--- config.mk ---
export PLATFORM = sky130hd
export DESIGN_NAME = pse_divider
export DESIGN_NICKNAME = d
export VERILOG_FILES = /design/src/design/pse_divider.sv
export SDC_FILE = /design/constraint.sdc
export NUM_CORES = 1
export LEC_CHECK = 0
export BUFFER_PORTS_ARGS = -buffer_cell sky130_fd_sc_hd__buf_2
export CORE_ASPECT_RATIO = 1.75
export CORE_MARGIN = 1
export CORE_UTILIZATION = 40
export DETAILED_ROUTE_END_ITERATION = 8
export GPL_TIMING_DRIVEN = 0
export PLACE_DENSITY = 0.56
export SLEW_MARGIN = 10
export SYNTH_ARGS = -nofsm -noshare
export SYNTH_HDL_FRONTEND = slang
export SYNTH_SLANG_ARGS = --single-unit
export TNS_END_PERCENT = 20
--- constraint.sdc ---
create_clock -name clk -period 3.85 [get_ports clk]
set_input_delay 0.385 -clock clk [delete_from_list [all_inputs] [get_ports clk]]
set_output_delay 0.385 -clock clk [all_outputs]
set_load 0.01 [all_outputs]
--- src/design/pse_divider.sv ---
// ----------------------------------------------------------------------------
// pse_divider
// Pipelined restoring divider, one quotient bit per stage. The caller
// guarantees that the quotient fits in QW bits.
// ----------------------------------------------------------------------------
module pse_divider #(
  parameter int QW = 8,
  parameter int DW = 17
) (
  input  logic             clk,
  input  logic             en,
  input  logic [DW+QW-1:0] num,
  input  logic [DW-1:0]    den,
  output logic [QW-1:0]    quot
);

  logic [DW-1:0] rem_r [QW];
  logic [QW-1:0] low_r [QW];
  logic [DW-1:0] den_r [QW];
  logic [QW-1:0] q_r   [QW];

  for (genvar i = 0; i < QW; i++) begin : g_step
    logic [DW-1:0] rem_in;
    logic [QW-1:0] low_in;
    logic [DW-1:0] den_in;
    logic [QW-1:0] q_in;
    logic [DW:0]   trial;
    logic          ge;
    logic [DW-1:0] rem_nxt;

    // stage input: operands for the first step, previous stage otherwise
    if (i == 0) begin : g_first
      assign rem_in = num[DW+QW-1:QW];
      assign low_in = num[QW-1:0];
      assign den_in = den;
      assign q_in   = '0;
    end else begin : g_next
      assign rem_in = rem_r[i-1];
      assign low_in = low_r[i-1];
      assign den_in = den_r[i-1];
      assign q_in   = q_r[i-1];
    end

    // shift in one dividend bit and try the subtract
    always_comb begin
      trial   = {rem_in, low_in[QW-1]};
      ge      = (trial >= {1'b0, den_in});
      rem_nxt = ge ? DW'(trial - {1'b0, den_in}) : trial[DW-1:0];
    end

    always_ff @(posedge clk) begin
      if (en) begin
        rem_r[i] <= rem_nxt;
        low_r[i] <= low_in << 1;
        den_r[i] <= den_in;
        q_r[i]   <= {q_in[QW-2:0], ge};
      end
    end
  end

  assign quot = q_r[QW-1];

endmodule

==> run metrics <==
Seq cells post-synth=302; CTS root buf=clkbuf_16; clock latency at the later pin of the worst-skew pair=570 ps; DRC Markers=0; Die W=158 µm; die span in y=275 µm; first-pass GRT wire length=58.3 mm; Leakage=7.94 nW; 1st-pass router iterations=5; final setup vio count=0; Initial Utilization=~41%; GR Overflow Total=0; result of the run=finished, final reports clean; antenna violations before repair=0; Synth Flop Type=edfxtp_1; Peak VDD IR=336 µV; period utilization=96.4%; vias per cell=5.23; syn_nets=around 1,700; CP startpoint kind=register; CP Capture Type=register; Syn Area/Cell=11.3 µm²; synth top area cells=edfxtp_1 (53%), ha_1 (10%), inv_1 (3.6%); CTS sink cnt=302; Critical Path RT=between 4000 and 5000 ps; Critical Path Fanout Max=10; Area Growth Syn to Fin=12.9%; Switching Share=35.8%; count of cell types in the netlist=74; Slew Limit Headroom=roughly 45%; core area=41,900 µm²; YS warnings=0; via count=11,400; nets@finish=1,800; pwr/cell area=716 nW/µm²; post-synth top area cell=edfxtp_1; Post-Route Utilization=46.0%; Clock Skews=11.5 ps; EDFF count, synth=302; Clock transition at path regs=70 ps; Routed Antenna Nets=0; worst slew pin tran=816 ps; Post-synth ARST share=0%; post-synthesis sequential area ratio=53.2%; Worst Path Arrival=4030 ps; top-area cell type share of the netlist area=between 50% and 60%; vias in the first global route=12,200; Peak Freq=269 MHz; Reg power frac=36.6%; PortBufs=51; max-slew violation total from the final report=0; cells after synthesis=1,504; WS Path Type=reg2reg; GRT Util Overall=17.4%; clock power share=19.8%; n_diodes=0; DIE AREA=43,500 µm²; number of max-cap violations=0; TritonCTS Buffers=29; fill cell count=3,923; Hold Path Class=in2reg; RSZ-0062 raised after global routing=no; Final Critical Period=3710 ps; internal power=8.86 mW; share of cells above drive strength 1=10.4%; detailed-route wire length=36.5 mm; Fin Hold WS=between 100 and 150 ps; IO Pins=52; DR iter-0 viols=424; Switch Pwr=between 4 and 5 mW; routability cong.=0.923; clock tree buffer depth=3; Mapped Area=approximately 17,000 µm²; largest net degree at the start of global routing=111; CTS tree=built; HPWL after DPL=29.0 mm; Power, Total=13.8 mW; Fin. Hold Viols=0; htree depth=1; # rows=99; commonest non-fill, non-tap cell in the layout=edfxtp_1; commonest cells after routing, fill and taps aside=edfxtp_1 (302), inv_1 (165), ha_1 (136); combinational share of power=43.6%; post-DR wirelength/cell=16.7 µm
## power groups by stage
stage	clock, mW	sequential, mW	combinational [mW]
2_1_floorplan	0	5.01	4.54
3_3_place_gp	0	5.13	5.86
3_5_place_dp	0	5.12	5.99
4_1_cts	2.82	5.05	6.04
5_1_grt	2.93	5.13	6.67
6_report	2.73	5.05	6.02
## what timing repair did
| action | in CTS | in global routing |
|---|---|---|
| gates resized for setup | 0 | 2 |
| setup endpoints to repair | 0 | 12 |
| hold buffers | 24 | 0 |
| buffers inserted | 0 | 0 |
| hold endpoints to repair | 24 | 0 |
## kinds of logic after synthesis
| family | share of synthesized area (%) |
|---|---|
| AOI/OAI and AO/OA | 15.0 |
| and+or+nand+nor | 8.68 |
| DFF | 53.2 |
| buffers and inverters | 4.83 |
| adders and majority gates | 10.8 |
| xor gates and xnor gates | 4.52 |
| muxes | 3.01 |
## registers in the layout, indices dropped and copies added, names as in the netlist
signal / count
den_r: 119
q_r: 36
low_r: 28
rem_r: 119
## path summary, 6_finish.rpt
kind,start,end,slack (ps),cells after the start
setup / recovery,low_r[1][6]$_DFFE_PP_,rem_r[1][15]$_DFFE_PP_,140,11
hold / removal,num[10],rem_r[0][3]$_DFFE_PP_,120,3
setup reg to reg,low_r[1][6]$_DFFE_PP_,rem_r[1][15]$_DFFE_PP_,140,11
hold reg to reg,low_r[0][0]$_DFFE_PP_,low_r[1][1]$_DFFE_PP_,410,0
## metrics by stage
step | worst slack (ps) | setup TNS, ps | area [µm²] | instances
after global routing | 40.4 | 0 | 19300 | 2189
final | 139 | 0 | 19300 | 2189
after global placement | -1820 | -537500 | 18000 | 2110
after CTS | 7.48 | 0 | 19300 | 2189
after detailed placement | 21.8 | 0 | 18100 | 2113
after floorplan | 957 | 0 | 17100 | 1504
## cell type report
cell class	instances	area (µm²)	area share, %
inverters	166	623	3.23
well taps	555	694	3.61
multi-input cells	996	7190	37.3
clock inverters	20	165	0.857
repair buffers	78	588	3.05
plain buffers	40	200	1.04
flip-flops and latches	302	9070	47.1
clock buffers	32	737	3.83
## critical path, stage by stage, from the launching register on
cell and delay, ps:
edfxtp_1 400, inv_1 80, ha_1 150, inv_1 50, fa_1 420, a211oi_1 360
o21bai_1 180, a211oi_2 340, o211ai_1 300, a211o_1 550, buf_2 290, mux2_1 330
## layer usage
metal / track usage (%) / wire length (µm)
met1: 12.7 / 10900
met2: 38.3 / 22300
met3: 1.80 / 887
met4: 11.7 / 2500
met5: 0 / 0
## cell usage after synthesis, drive strengths merged, types with 3 or more instances
library cell	n
nor3	10
mux2i	4
clkbuf	27
nand2	105
o21a	17
a21oi	119
a31oi	11
a21o	53
xnor2	50
o22ai	3
nand3	20
o2111ai	4
nand2b	15
o31ai	11
o211ai	6
xor2	38
o21ai	104
nor2b	5
a211o	6
or3	5
and2	6
nand4	25
a211oi	19
nand3b	4
a2111o	3
a311oi	3
inv	166
fa	7
nor2	98
o21bai	12
or2	6
nor4	3
ha	136
and3	14
mux2	37
a221oi	7
buf	13
a31o	4
a41oi	3
edfxtp	302
(Power assumes the default switching activity.)
